[src/rtl/core/jsu_pkg.sv]
// Package for the JSON string unescaper: parser phases, status codes and the
// records that pass between the front end, the group queue and the output stage.
// No dependencies.
`default_nettype none

package jsu_pkg;

    // Default number of decoded groups held between front end and output stage.
    localparam int unsigned QueueDepth = 4;

    // Characters of interest in the raw text.
    localparam logic [7:0] ChQuote  = 8'h22;
    localparam logic [7:0] ChBslash = 8'h5C;
    localparam logic [7:0] ChLowerU = 8'h75;
    localparam logic [7:0] ChSpace  = 8'h20;

    typedef enum logic [2:0] {
        PH_IDLE,
        PH_BODY,
        PH_ESC,
        PH_HEX1,
        PH_NEEDBS,
        PH_NEEDU,
        PH_HEX2
    } t_phase;

    typedef enum logic [2:0] {
        ST_OK,
        ST_CLOSED,
        ST_NOQUOTE,
        ST_CTRL,
        ST_BADESC,
        ST_BADHEX,
        ST_UNPAIR,
        ST_EARLY
    } t_status;

    // All results caused by one input byte.
    typedef struct packed {
        logic [3:0][7:0] bytes;
        logic [1:0]      last_idx;
        logic            has_byte;
        t_status         status;
    } t_grp;

    // One result as it leaves the block.
    typedef struct packed {
        logic [7:0] out_byte;
        logic       byte_valid;
        logic       last_of_run;
        t_status    status;
    } t_item;

endpackage

`default_nettype wire

[src/rtl/core/jsu_if.sv]
// Valid/ready channel interfaces for the raw input bytes and the decoded results.
// No dependencies.
`default_nettype none

interface jsu_in_if;
    logic       valid;
    logic       ready;
    logic [7:0] in_byte;
    logic       end_marker;

    modport source (output valid, output in_byte, output end_marker, input ready);
    modport sink   (input valid, input in_byte, input end_marker, output ready);
endinterface

interface jsu_out_if;
    logic       valid;
    logic       ready;
    logic [7:0] out_byte;
    logic       byte_valid;
    logic       last_of_run;
    logic [2:0] status;

    modport source (output valid, output out_byte, output byte_valid,
                    output last_of_run, output status, input ready);
    modport sink   (input valid, input out_byte, input byte_valid,
                    input last_of_run, input status, output ready);
endinterface

`default_nettype wire

[src/rtl/core/jsu_front.sv]
// Front end: parses one raw byte per transfer and turns it into a group of up to
// four UTF-8 bytes plus a status. Depends on jsu_pkg.
`default_nettype none

module jsu_front
    import jsu_pkg::*;
(
    input  logic       i_clk,
    input  logic       i_rst_n,
    input  logic       i_valid,
    input  logic [7:0] i_byte,
    input  logic       i_end,
    output logic       o_ready,
    input  logic       i_push_ready,
    output logic       o_push,
    output t_grp       o_grp
);

    t_phase      r_phase, n_phase;
    logic [11:0] r_accum, n_accum;
    logic [1:0]  r_digits, n_digits;
    logic [9:0]  r_high, n_high;

    logic        take;
    logic        hex_ok;
    logic [3:0]  hex_nib;
    logic [15:0] hex_v;
    logic        is_hi;
    logic        is_lo;
    logic        esc_ok;
    logic [7:0]  esc_byte;
    logic [20:0] cp_pair;
    logic [20:0] cp_sel;
    t_grp        enc;

    function automatic t_grp encode_utf8(input logic [20:0] cp);
        t_grp g;
        g          = '0;
        g.has_byte = 1'b1;
        g.status   = ST_OK;
        if (cp <= 21'h7F) begin
            g.bytes[0] = cp[7:0];
            g.last_idx = 2'd0;
        end else if (cp <= 21'h7FF) begin
            g.bytes[0] = 8'hC0 | {3'b000, cp[10:6]};
            g.bytes[1] = 8'h80 | {2'b00, cp[5:0]};
            g.last_idx = 2'd1;
        end else if (cp <= 21'hFFFF) begin
            g.bytes[0] = 8'hE0 | {4'b0000, cp[15:12]};
            g.bytes[1] = 8'h80 | {2'b00, cp[11:6]};
            g.bytes[2] = 8'h80 | {2'b00, cp[5:0]};
            g.last_idx = 2'd2;
        end else begin
            g.bytes[0] = 8'hF0 | {5'b00000, cp[20:18]};
            g.bytes[1] = 8'h80 | {2'b00, cp[17:12]};
            g.bytes[2] = 8'h80 | {2'b00, cp[11:6]};
            g.bytes[3] = 8'h80 | {2'b00, cp[5:0]};
            g.last_idx = 2'd3;
        end
        return g;
    endfunction

    assign o_ready = i_push_ready;
    assign take    = i_valid && i_push_ready;
    assign o_push  = take;

    // Hex digit recognition and the value once this digit is appended.
    always_comb begin
        hex_ok  = 1'b0;
        hex_nib = 4'd0;
        if (i_byte >= 8'h30 && i_byte <= 8'h39) begin
            hex_ok  = 1'b1;
            hex_nib = i_byte[3:0];
        end else if ((i_byte >= 8'h61 && i_byte <= 8'h66) ||
                     (i_byte >= 8'h41 && i_byte <= 8'h46)) begin
            hex_ok  = 1'b1;
            hex_nib = i_byte[3:0] + 4'd9;
        end
    end

    assign hex_v   = {r_accum, hex_nib};
    assign is_hi   = (hex_v[15:10] == 6'b110110);
    assign is_lo   = (hex_v[15:10] == 6'b110111);
    assign cp_pair = 21'h10000 + {1'b0, r_high, hex_v[9:0]};
    assign cp_sel  = (r_phase == PH_HEX2) ? cp_pair : {5'd0, hex_v};
    assign enc     = encode_utf8(cp_sel);

    // Simple escapes; the u escape is handled separately.
    always_comb begin
        esc_ok   = 1'b1;
        esc_byte = 8'h00;
        case (i_byte)
            8'h22:   esc_byte = 8'h22;
            8'h5C:   esc_byte = 8'h5C;
            8'h2F:   esc_byte = 8'h2F;
            8'h62:   esc_byte = 8'h08;
            8'h66:   esc_byte = 8'h0C;
            8'h6E:   esc_byte = 8'h0A;
            8'h72:   esc_byte = 8'h0D;
            8'h74:   esc_byte = 8'h09;
            default: esc_ok   = 1'b0;
        endcase
    end

    // Next state.
    always_comb begin
        logic clr;
        clr      = 1'b0;
        n_phase  = r_phase;
        n_accum  = r_accum;
        n_digits = r_digits;
        n_high   = r_high;
        if (take) begin
            if (i_end) begin
                clr = 1'b1;
            end else begin
                unique case (r_phase)
                    PH_IDLE: begin
                        if (i_byte == ChQuote) n_phase = PH_BODY;
                    end
                    PH_BODY: begin
                        if (i_byte == ChQuote || i_byte < ChSpace) clr = 1'b1;
                        else if (i_byte == ChBslash) n_phase = PH_ESC;
                    end
                    PH_ESC: begin
                        if (esc_ok) begin
                            n_phase = PH_BODY;
                        end else if (i_byte == ChLowerU) begin
                            n_phase  = PH_HEX1;
                            n_accum  = '0;
                            n_digits = '0;
                        end else begin
                            clr = 1'b1;
                        end
                    end
                    PH_HEX1, PH_HEX2: begin
                        if (!hex_ok) begin
                            clr = 1'b1;
                        end else if (r_digits != 2'd3) begin
                            n_accum  = hex_v[11:0];
                            n_digits = r_digits + 2'd1;
                        end else if (r_phase == PH_HEX1) begin
                            n_accum  = '0;
                            n_digits = '0;
                            if (is_hi) begin
                                n_high  = hex_v[9:0];
                                n_phase = PH_NEEDBS;
                            end else if (is_lo) begin
                                clr = 1'b1;
                            end else begin
                                n_phase = PH_BODY;
                            end
                        end else begin
                            if (is_lo) begin
                                n_accum  = '0;
                                n_digits = '0;
                                n_high   = '0;
                                n_phase  = PH_BODY;
                            end else begin
                                clr = 1'b1;
                            end
                        end
                    end
                    PH_NEEDBS: begin
                        if (i_byte == ChBslash) n_phase = PH_NEEDU;
                        else clr = 1'b1;
                    end
                    PH_NEEDU: begin
                        if (i_byte == ChLowerU) begin
                            n_phase  = PH_HEX2;
                            n_accum  = '0;
                            n_digits = '0;
                        end else begin
                            clr = 1'b1;
                        end
                    end
                    default: clr = 1'b1;
                endcase
            end
        end
        if (clr) begin
            n_phase  = PH_IDLE;
            n_accum  = '0;
            n_digits = '0;
            n_high   = '0;
        end
    end

    // Group of results for the byte on the input.
    always_comb begin
        o_grp        = '0;
        o_grp.status = ST_OK;
        if (i_end) begin
            o_grp.status = ST_EARLY;
        end else begin
            unique case (r_phase)
                PH_IDLE: begin
                    if (i_byte != ChQuote) o_grp.status = ST_NOQUOTE;
                end
                PH_BODY: begin
                    if (i_byte == ChQuote) begin
                        o_grp.status = ST_CLOSED;
                    end else if (i_byte == ChBslash) begin
                        o_grp.status = ST_OK;
                    end else if (i_byte < ChSpace) begin
                        o_grp.status = ST_CTRL;
                    end else begin
                        o_grp.bytes[0] = i_byte;
                        o_grp.has_byte = 1'b1;
                    end
                end
                PH_ESC: begin
                    if (esc_ok) begin
                        o_grp.bytes[0] = esc_byte;
                        o_grp.has_byte = 1'b1;
                    end else if (i_byte != ChLowerU) begin
                        o_grp.status = ST_BADESC;
                    end
                end
                PH_HEX1, PH_HEX2: begin
                    if (!hex_ok) begin
                        o_grp.status = ST_BADHEX;
                    end else if (r_digits == 2'd3) begin
                        if (r_phase == PH_HEX1) begin
                            if (is_lo) o_grp.status = ST_UNPAIR;
                            else if (!is_hi) o_grp = enc;
                        end else begin
                            if (is_lo) o_grp = enc;
                            else o_grp.status = ST_UNPAIR;
                        end
                    end
                end
                PH_NEEDBS: begin
                    if (i_byte != ChBslash) o_grp.status = ST_UNPAIR;
                end
                PH_NEEDU: begin
                    if (i_byte != ChLowerU) o_grp.status = ST_UNPAIR;
                end
                default: o_grp.status = ST_OK;
            endcase
        end
    end

    always_ff @(posedge i_clk) begin
        if (!i_rst_n) begin
            r_phase  <= PH_IDLE;
            r_accum  <= '0;
            r_digits <= '0;
            r_high   <= '0;
        end else begin
            r_phase  <= n_phase;
            r_accum  <= n_accum;
            r_digits <= n_digits;
            r_high   <= n_high;
        end
    end

`ifndef SYNTHESIS
    a_err_to_idle: assert property (@(posedge i_clk) disable iff (!i_rst_n)
        take && o_grp.status != ST_OK |=> r_phase == PH_IDLE)
        else $error("front end not back in idle after a closing or error status");
    a_idle_clean: assert property (@(posedge i_clk) disable iff (!i_rst_n)
        r_phase == PH_IDLE |-> r_accum == '0 && r_digits == '0 && r_high == '0)
        else $error("escape state left behind in idle");
    a_digits_only_in_hex: assert property (@(posedge i_clk) disable iff (!i_rst_n)
        r_phase != PH_HEX1 && r_phase != PH_HEX2 |-> r_digits == '0)
        else $error("hex digit count set outside a hex escape");
`endif

endmodule

`default_nettype wire

[src/rtl/core/jsu_grp_queue.sv]
// Short first-in first-out queue of result groups between the front end and the
// output stage. Depends on jsu_pkg.
`default_nettype none

module jsu_grp_queue
    import jsu_pkg::*;
#(
    parameter int unsigned DEPTH = QueueDepth
) (
    input  logic i_clk,
    input  logic i_rst_n,
    input  logic i_push,
    input  t_grp i_grp,
    output logic o_ready,
    input  logic i_pop,
    output logic o_avail,
    output t_grp o_head
);

    localparam int unsigned PtrW = (DEPTH > 1) ? $clog2(DEPTH) : 1;
    localparam int unsigned CntW = $clog2(DEPTH + 1);

    t_grp            r_mem [DEPTH];
    logic [PtrW-1:0] r_wr, n_wr;
    logic [PtrW-1:0] r_rd, n_rd;
    logic [CntW-1:0] r_count, n_count;

    assign o_ready = (r_count != CntW'(DEPTH));
    assign o_avail = (r_count != '0);
    assign o_head  = r_mem[r_rd];

    always_comb begin
        n_wr    = r_wr;
        n_rd    = r_rd;
        n_count = r_count;
        if (i_push) n_wr = (r_wr == PtrW'(DEPTH - 1)) ? '0 : r_wr + 1'b1;
        if (i_pop)  n_rd = (r_rd == PtrW'(DEPTH - 1)) ? '0 : r_rd + 1'b1;
        if (i_push && !i_pop) n_count = r_count + 1'b1;
        else if (!i_push && i_pop) n_count = r_count - 1'b1;
    end

    always_ff @(posedge i_clk) begin
        if (!i_rst_n) begin
            r_wr    <= '0;
            r_rd    <= '0;
            r_count <= '0;
        end else begin
            r_wr    <= n_wr;
            r_rd    <= n_rd;
            r_count <= n_count;
        end
    end

    always_ff @(posedge i_clk) begin
        if (i_push) r_mem[r_wr] <= i_grp;
    end

endmodule

`default_nettype wire

[src/rtl/core/jsu_back.sv]
// Output stage: walks the head group byte by byte into a registered output item.
// Depends on jsu_pkg.
`default_nettype none

module jsu_back
    import jsu_pkg::*;
(
    input  logic  i_clk,
    input  logic  i_rst_n,
    input  logic  i_avail,
    input  t_grp  i_grp,
    output logic  o_pop,
    output logic  o_valid,
    input  logic  i_ready,
    output t_item o_item
);

    logic       r_valid, n_valid;
    logic [1:0] r_idx, n_idx;
    t_item      r_item, n_item;
    logic       load;
    logic       emit;
    logic       at_last;

    assign load    = !r_valid || i_ready;
    assign emit    = load && i_avail;
    assign at_last = (r_idx == i_grp.last_idx);
    assign o_pop   = emit && at_last;
    assign o_valid = r_valid;
    assign o_item  = r_item;

    always_comb begin
        n_valid = load ? i_avail : r_valid;
        n_idx   = r_idx;
        n_item  = r_item;
        if (emit) begin
            n_item.out_byte    = i_grp.bytes[r_idx];
            n_item.byte_valid  = i_grp.has_byte;
            n_item.last_of_run = at_last;
            n_item.status      = i_grp.status;
            n_idx              = at_last ? 2'd0 : r_idx + 2'd1;
        end
    end

    always_ff @(posedge i_clk) begin
        if (!i_rst_n) begin
            r_valid <= 1'b0;
            r_idx   <= '0;
        end else begin
            r_valid <= n_valid;
            r_idx   <= n_idx;
        end
    end

    always_ff @(posedge i_clk) begin
        r_item <= n_item;
    end

`ifndef SYNTHESIS
    a_pop_needs_head: assert property (@(posedge i_clk) disable iff (!i_rst_n)
        o_pop |-> i_avail)
        else $error("group released from an empty queue");
    a_idx_in_group: assert property (@(posedge i_clk) disable iff (!i_rst_n)
        i_avail |-> r_idx <= i_grp.last_idx)
        else $error("byte index runs past the end of the head group");
    a_inner_has_byte: assert property (@(posedge i_clk) disable iff (!i_rst_n)
        r_valid && !r_item.last_of_run |-> r_item.byte_valid)
        else $error("non-final result without a decoded byte");
`endif

endmodule

`default_nettype wire

[src/rtl/core/json_string_unescape_utf8.sv]
// Top level of the streaming JSON string unescaper with UTF-8 output.
// Depends on jsu_pkg, jsu_if, jsu_front, jsu_grp_queue and jsu_back.
//
// Usage: raw JSON text enters on i_in one byte per transfer, starting with the
// opening quote; end_marker set in a transfer signals end of input. Every input
// transfer causes one to four result transfers on o_out. A byte that decodes
// to nothing gives one result with byte_valid low; last_of_run marks the final
// result of each input byte, and all results of one byte carry the same status.
// After a closing quote or any error the decoder waits for a new opening quote.
// The first result of an input byte is offered once its group is in the queue
// and its first byte in the output register. Throughput: one input byte per
// cycle while each byte decodes to at most one result and o_out is ready; the
// output stage sends one result per cycle while o_out is ready, so a byte that
// decodes to several bytes holds it until all are sent, and the group queue
// absorbs such bursts. i_in.ready falls only when the queue of QDEPTH groups is
// full, which happens when the receiver stalls o_out or a run of multi-byte
// escapes outpaces the output. Synchronous active-low reset empties the queue
// and the output register and returns the parser to waiting.
`default_nettype none

module json_string_unescape_utf8
    import jsu_pkg::*;
#(
    parameter int unsigned QDEPTH = QueueDepth
) (
    input  logic       i_clk,
    input  logic       i_rst_n,
    jsu_in_if.sink     i_in,
    jsu_out_if.source  o_out
);

    // Front end to queue.
    logic  q_ready;
    logic  push;
    t_grp  push_grp;

    // Queue to output stage.
    logic  q_avail;
    logic  pop;
    t_grp  head_grp;

    t_item out_item;

    // The front end classifies the byte and builds its whole result group in
    // the cycle of the transfer; it stalls only on a full queue.
    jsu_front u_front (
        .i_clk        (i_clk),
        .i_rst_n      (i_rst_n),
        .i_valid      (i_in.valid),
        .i_byte       (i_in.in_byte),
        .i_end        (i_in.end_marker),
        .o_ready      (i_in.ready),
        .i_push_ready (q_ready),
        .o_push       (push),
        .o_grp        (push_grp)
    );

    jsu_grp_queue #(
        .DEPTH (QDEPTH)
    ) u_queue (
        .i_clk   (i_clk),
        .i_rst_n (i_rst_n),
        .i_push  (push),
        .i_grp   (push_grp),
        .o_ready (q_ready),
        .i_pop   (pop),
        .o_avail (q_avail),
        .o_head  (head_grp)
    );

    // The output stage releases a group once its last byte is registered.
    jsu_back u_back (
        .i_clk   (i_clk),
        .i_rst_n (i_rst_n),
        .i_avail (q_avail),
        .i_grp   (head_grp),
        .o_pop   (pop),
        .o_valid (o_out.valid),
        .i_ready (o_out.ready),
        .o_item  (out_item)
    );

    assign o_out.out_byte    = out_item.out_byte;
    assign o_out.byte_valid  = out_item.byte_valid;
    assign o_out.last_of_run = out_item.last_of_run;
    assign o_out.status      = 3'(out_item.status);

endmodule

`default_nettype wire

[src/flat_wrapper.sv]
// flat-port wrapper written by rule: the top's interface ports become plain ports
module json_string_unescape_utf8_flat import jsu_pkg::*;
#(
    parameter int unsigned QDEPTH = QueueDepth
)
  (i_clk, i_rst_n, i_in_valid, i_in_in_byte, i_in_end_marker, i_in_ready, o_out_valid, o_out_out_byte, o_out_byte_valid, o_out_last_of_run, o_out_status, o_out_ready);
  jsu_in_if i_in_i ();
  jsu_out_if o_out_i ();
  input  logic i_clk;
  input  logic i_rst_n;
  input wire logic [$bits(i_in_i.valid)-1:0] i_in_valid;
  input wire logic [$bits(i_in_i.in_byte)-1:0] i_in_in_byte;
  input wire logic [$bits(i_in_i.end_marker)-1:0] i_in_end_marker;
  output wire logic [$bits(i_in_i.ready)-1:0] i_in_ready;
  output wire logic [$bits(o_out_i.valid)-1:0] o_out_valid;
  output wire logic [$bits(o_out_i.out_byte)-1:0] o_out_out_byte;
  output wire logic [$bits(o_out_i.byte_valid)-1:0] o_out_byte_valid;
  output wire logic [$bits(o_out_i.last_of_run)-1:0] o_out_last_of_run;
  output wire logic [$bits(o_out_i.status)-1:0] o_out_status;
  input wire logic [$bits(o_out_i.ready)-1:0] o_out_ready;
  assign i_in_i.valid = i_in_valid;
  assign i_in_i.in_byte = i_in_in_byte;
  assign i_in_i.end_marker = i_in_end_marker;
  assign i_in_ready = i_in_i.ready;
  assign o_out_valid = o_out_i.valid;
  assign o_out_out_byte = o_out_i.out_byte;
  assign o_out_byte_valid = o_out_i.byte_valid;
  assign o_out_last_of_run = o_out_i.last_of_run;
  assign o_out_status = o_out_i.status;
  assign o_out_i.ready = o_out_ready;
  json_string_unescape_utf8 #(.QDEPTH(QDEPTH)) u_core (.i_clk(i_clk), .i_rst_n(i_rst_n), .i_in(i_in_i), .o_out(o_out_i));
endmodule
[config.mk]
export PLATFORM = sky130hd
export DESIGN_NAME = json_string_unescape_utf8_flat
export DESIGN_NICKNAME = d
export VERILOG_FILES = /design/src/rtl/core/jsu_pkg.sv /design/src/rtl/core/jsu_if.sv /design/src/rtl/core/jsu_front.sv /design/src/rtl/core/jsu_grp_queue.sv /design/src/rtl/core/jsu_back.sv /design/src/rtl/core/json_string_unescape_utf8.sv /design/src/flat_wrapper.sv
export SDC_FILE = /design/constraint.sdc
export NUM_CORES = 1
export LEC_CHECK = 0
export ABC_CLOCK_PERIOD_IN_PS = 3300
export BUFFER_PORTS_ARGS = -buffer_cell sky130_fd_sc_hd__buf_2
export CORE_UTILIZATION = 36
export DETAILED_ROUTE_END_ITERATION = 8
export SYNTH_ARGS = -nofsm -noshare
export SYNTH_HDL_FRONTEND = slang
export SYNTH_SLANG_ARGS = --single-unit
export TNS_END_PERCENT = 20
[constraint.sdc]
create_clock -name i_clk -period 3.3 [get_ports i_clk]
set_input_delay 0.66 -clock i_clk [delete_from_list [all_inputs] [get_ports i_clk]]
set_output_delay 0.66 -clock i_clk [all_outputs]
set_load 0.02 [all_outputs]
* After elaboration in Yosys (flattened, before gate mapping)
Memory sizes are Yosys's and may differ from the RTL's. A register that Yosys moved wholly into a read port is not among the register bits.
Index checks and enable logic that the tools add are counted.
W data, S select, Z words.
** Word-level totals
- Output and inout bits :: 15
- Memories kept :: 1
- Logic and storage cells :: 204
- Bits in latches :: 0
- Register bits :: 50
- Memory bits (writable) :: 152
- Memory bits (read-only) :: 0
** Cells by class
- Equality and inequality tests :: 39
- Add/sub/neg operators :: 8
- Multiplexer cells :: 103
- Shift-type cells :: 0
- Reductions and logical operators :: 26
- $mul :: 0
- Bitwise gates (word level) :: 3
- $lt $le $gt $ge :: 11
- Divide/modulo/power cells :: 0
** Memories
- u_core.u_queue.r_mem :: depth 4, width 38, rd ports 1, clocked after Yosys merged registers in 1, write ports 1, RTL line jsu_grp_queue.sv:23 : t_grp r_mem [DEPTH];
** Operator list (number)
- $mux W35 :: 4
- $mux W38 :: 3
- $mux W12 :: 6
- $mux W24 :: 3
- $mux W3 :: 23
- $eq A8 B7 Y1 const B :: 7
- $pmux W7 S8 :: 1
- $mux W26 :: 2
- $mux W8 :: 6
- $mux W10 :: 4
- $mux W18 :: 2
- $pmux W12 S3 :: 1
- $pmux W3 S6 :: 2
- $mux W2 :: 16
- $pmux W8 S3 :: 1
- $add A17 B20 Y21 const A :: 1
- $le A21 B11 Y1 const B :: 1
- $le A21 B16 Y1 const B :: 1
- $le A21 B7 Y1 const B :: 1
- $mux W1 :: 21
- $mux W21 :: 1
- $ne A2 B2 Y1 const B :: 10
- $bmux W8 S2 :: 1
- $eq A8 B6 Y1 const B :: 2
- other kinds (38) :: 70

* Depth between registers and ports, before layout
- Word-level depth :: 21
- Depth in mapped cells :: 12
- Mapped depth without buffers :: 10

* Modules after synthesis
Synthesis repeated with hierarchy kept, for this count alone.
** Second synthesis, totals
- Cell total of the unflattened synthesis :: 679
- Area total of the unflattened synthesis :: 9569.2 um^2
** Modules (own cells, without submodules)
- jsu_grp_queue :: cells each 243, instances 1, area an instance 5957.0 um^2
- jsu_front :: cells each 392, instances 1, area an instance 2820.2 um^2
- jsu_back :: cells each 44, instances 1, area an instance 792.0 um^2

* Least setup slack after synthesis
Ideal clock, no wire load.
- Path type :: reg-to-reg
- Start point :: reg with a tool-made name
- End point :: reg u_core.u_queue.r_count[2]
- Setup slack :: 364 ps
- Data arrival time :: 2860 ps
- Clock period less this slack :: 2936 ps
- Data required time :: 3224 ps
- Stages on the path, launching flop included :: 12
- Path through :: dfxtp_1 -> clkbuf_1 -> mux4_2 -> xor2_1 -> nor2_1 -> nand2_1 -> ha_1 -> inv_1 -> fa_1 -> xor2_1 -> or3_1 -> a21boi_0
** RTL lines
- to (signal assigned) :: RTL line jsu_grp_queue.sv:50 : r_count <= n_count;
- to (decl) :: RTL line jsu_grp_queue.sv:26 : logic [CntW-1:0] r_count, n_count;

==> impl_metrics.yaml <==
outcome:
  status: "completed"
grt:
  overflow: 0
  grt_max_degree: 35
  grt_pass1_wl_mm: 32.45
  antenna_found_initial: 0
  gr-usage-all-layers_pct: 17.55
  grt_pass1_vias: 5705
floorplan:
  die_x_um: 158.1
  die-area_um2: 25000
  start_util_pct: 37.04
  core_area_um2: 23680
  die_height_um: 158.1
  core.rowCount: 56
  ios: 28
critical_path:
  worstPathArrival_ns: 3.37
  critPathLaunchType: "register"
  critical_path_class: "register to register"
  reg2reg_depth: 10
  end_kind: "register"
  worst-path-max-fanout: 10
  crit_required_ns: 3.65
finish:
  nFillCells: 2192
  nets: 724
  drive_gt1_share_pct: 22.11
  layout_common_cells: "edfxtp_1, nor2_1, a21oi_1"
  synthToLayoutAreaGrowth_pct: 14.36
  antennaDiodeCount: 0
  finalNonFillerCells: 1029
  final_common_cell: "edfxtp_1"
worst_hold_path:
  whs_path_depth: 2
  hold_class: "register to register"
sta:
  min_period_ns: 3.018
  worst_pin_slew_ns: 0.8013
  skew_ns: 0.01360
  slew_viol_final: 0
  fin_crit_sh_pct: 91.44
  grt_setup_unrepaired: "false"
  setup_tns_ns: 0
  slew-limit-headroom_pct: 46.34
  fmax_mhz: 331.4
  report.final.setup_viol: 0
  finalHoldViolCount: 0
drt:
  num_vias: 5643
  ant_nets: 0
  drtIter0Drc: 532
  wl_per_cell_um: 19.93
  via_per_inst: 5.484
  drc: 0
  first_pass_iters: 7
  wl_mm: 20.51
logic_synthesis:
  synth-seq-cells: 188
  syn_inst: 653
  synth_flop_cell: "edfxtp_1"
  syn_nets: 680
  yosys_warnings: 0
  synth_edf_count: 149
  synthDistinctLibCells: 72
  yosysSeqAreaShare_pct: 59.91
  syn_area_per_cell_um2: 13.43
  synthArstFlopShare_pct: 0
  syn-cell-area_um2: 8772
place:
  dp_cells: 997
  gp_congestion: 0.8768
  hpwl_mm: 13.98
  io_buffer_count: 27
cts:
  cts_setup_buffers: 0
  cts_buffers: 17
  path_clk_slew_ns: 0.07
  clock_path_buffers: 2
  cts_sinks: 188
  htreeDepth: 4
  post_cts_resized: 0
  clkLatencyLatePin_ns: 0.44
  cts_tree: "done"
  ctsHoldBuffers: 0
  ctsRootBufferMaster: "clkbuf_16"
power_and_ir_drop:
  powerDensity_nw_per_um2: 645.9
  max-vdd-ir-drop_mv: 0.4031
  leakage_nw: 3.311
flow_run:
  drv_cap: 0
[synth_stat cells (3+ instances only)]
cell | count | area share (%)
nor4_1 | 5 | 0.36
nor4bb_1 | 3 | 0.34
o21a_1 | 4 | 0.34
buf_6 | 3 | 0.39
nor2b_1 | 11 | 0.78
nor3b_1 | 4 | 0.34
dfxtp_1 | 39 | 8.9
clkbuf_1 | 22 | 0.94
mux2_2 | 3 | 0.39
nand2_1 | 38 | 1.6
a31oi_1 | 4 | 0.29
nor2_1 | 49 | 2.1
buf_1 | 4 | 0.17
and2_1 | 6 | 0.43
a221oi_1 | 4 | 0.40
nand3b_1 | 3 | 0.26
o22ai_1 | 7 | 0.50
a211oi_1 | 3 | 0.26
xnor2_1 | 3 | 0.30
nor3_1 | 15 | 0.86
mux2i_1 | 13 | 1.5
o211ai_1 | 4 | 0.34
buf_2 | 8 | 0.46
a21oi_1 | 48 | 2.7
a22oi_1 | 6 | 0.51
xor2_1 | 6 | 0.60
inv_1 | 13 | 0.56
nand3_1 | 27 | 1.5
a21boi_0 | 5 | 0.43
mux4_2 | 40 | 10
edfxtp_1 | 149 | 51
nand4_1 | 4 | 0.29
and3_1 | 9 | 0.64
or2_2 | 3 | 0.21
ha_1 | 13 | 1.9
or3_1 | 5 | 0.36
o21ai_0 | 13 | 0.74
nand2b_1 | 15 | 1.1
[final timing paths]
| kind | from | to | slack, ns |
|---|---|---|---|
| setup / recovery | register | u_core.u_queue.r_count[2]$_SDFFE_PN0P_ | 0.28 |
| hold / removal | u_core.u_front.r_digits[1]$_SDFFE_PP0P_ | u_core.u_front.r_digits[1]$_SDFFE_PP0P_ | 0.48 |
| setup reg to reg | register | u_core.u_queue.r_count[2]$_SDFFE_PN0P_ | 0.28 |
| hold reg to reg | u_core.u_front.r_digits[1]$_SDFFE_PP0P_ | u_core.u_front.r_digits[1]$_SDFFE_PP0P_ | 0.48 |
[logic make-up after synthesis]
family,share of synthesized area (%)
AOI/OAI and AO/OA,9.599
xor gates and xnor gates,0.8986
adders and majority gates,2.082
DFF,59.91
and+or+nand+nor,12.78
buffers and inverters,2.596
muxes,12.14
[area by class of cell]
type                       instances  area, um^2  area share (%)
clock inverter                    15       191.4           1.908
clock buffer                      17       425.4           4.240
tap                              319       399.1           3.979
sequential                       188        5256           52.39
timing repair buffer              62       410.4           4.091
inverter                          15       56.30          0.5612
multi-input combinational        413        3293           32.83
[worst max-delay path: stages (launching register included)]
cell	delay (ns)
dfxtp_2	0.54
mux4_2	0.59
xor2_1	0.16
nor2_1	0.10
nand2_1	0.15
ha_1	0.22
inv_1	0.08
fa_1	0.43
xor2_1	0.18
or3_1	0.30
a21boi_0	0.18
[registers in the layout (all words and copies together) (netlist names), 3 cells and up, named ones only]
signal,count
u_core.u_back.o_item,13
u_core.u_front.r_accum,12
u_core.u_front.r_high,10
u_core.u_front.r_phase,3
u_core.u_queue.r_count,3
u_core.u_queue.r_mem,136
[routing by layer]
layer	part of all wire (%)	track usage (%)
met5	0	0
met4	1.5	5.403
met3	3.7	2.929
met1	46	22.97
met2	49	29.68
[through the flow]
stage	worst slack [ns]	hold WS [ns]	util [%]	area, um^2	total power, mW
4_1_cts	0.2487	0.4860	42.36	10030	6.569
3_3_place_gp	0.1403	0.4667	39.76	9415	4.437
5_1_grt	0.1034	0.5130	42.36	10030	6.808
6_report	0.2824	0.4802	42.36	10030	6.480
3_5_place_dp	0.06412	0.4754	39.76	9415	4.499
2_1_floorplan	0.3640	0.4528	-	8772	4.055
[where the power goes]
part / internal [mW] / switching [mW] / total, mW
combinational: 0.647 / 0.763 / 1.41
clock: 1.04 / 1.03 / 2.07
sequential: 2.88 / 0.121 / 3.00
total: 4.56 / 1.91 / 6.48
Note: power is estimated with default switching activity, not from simulation.
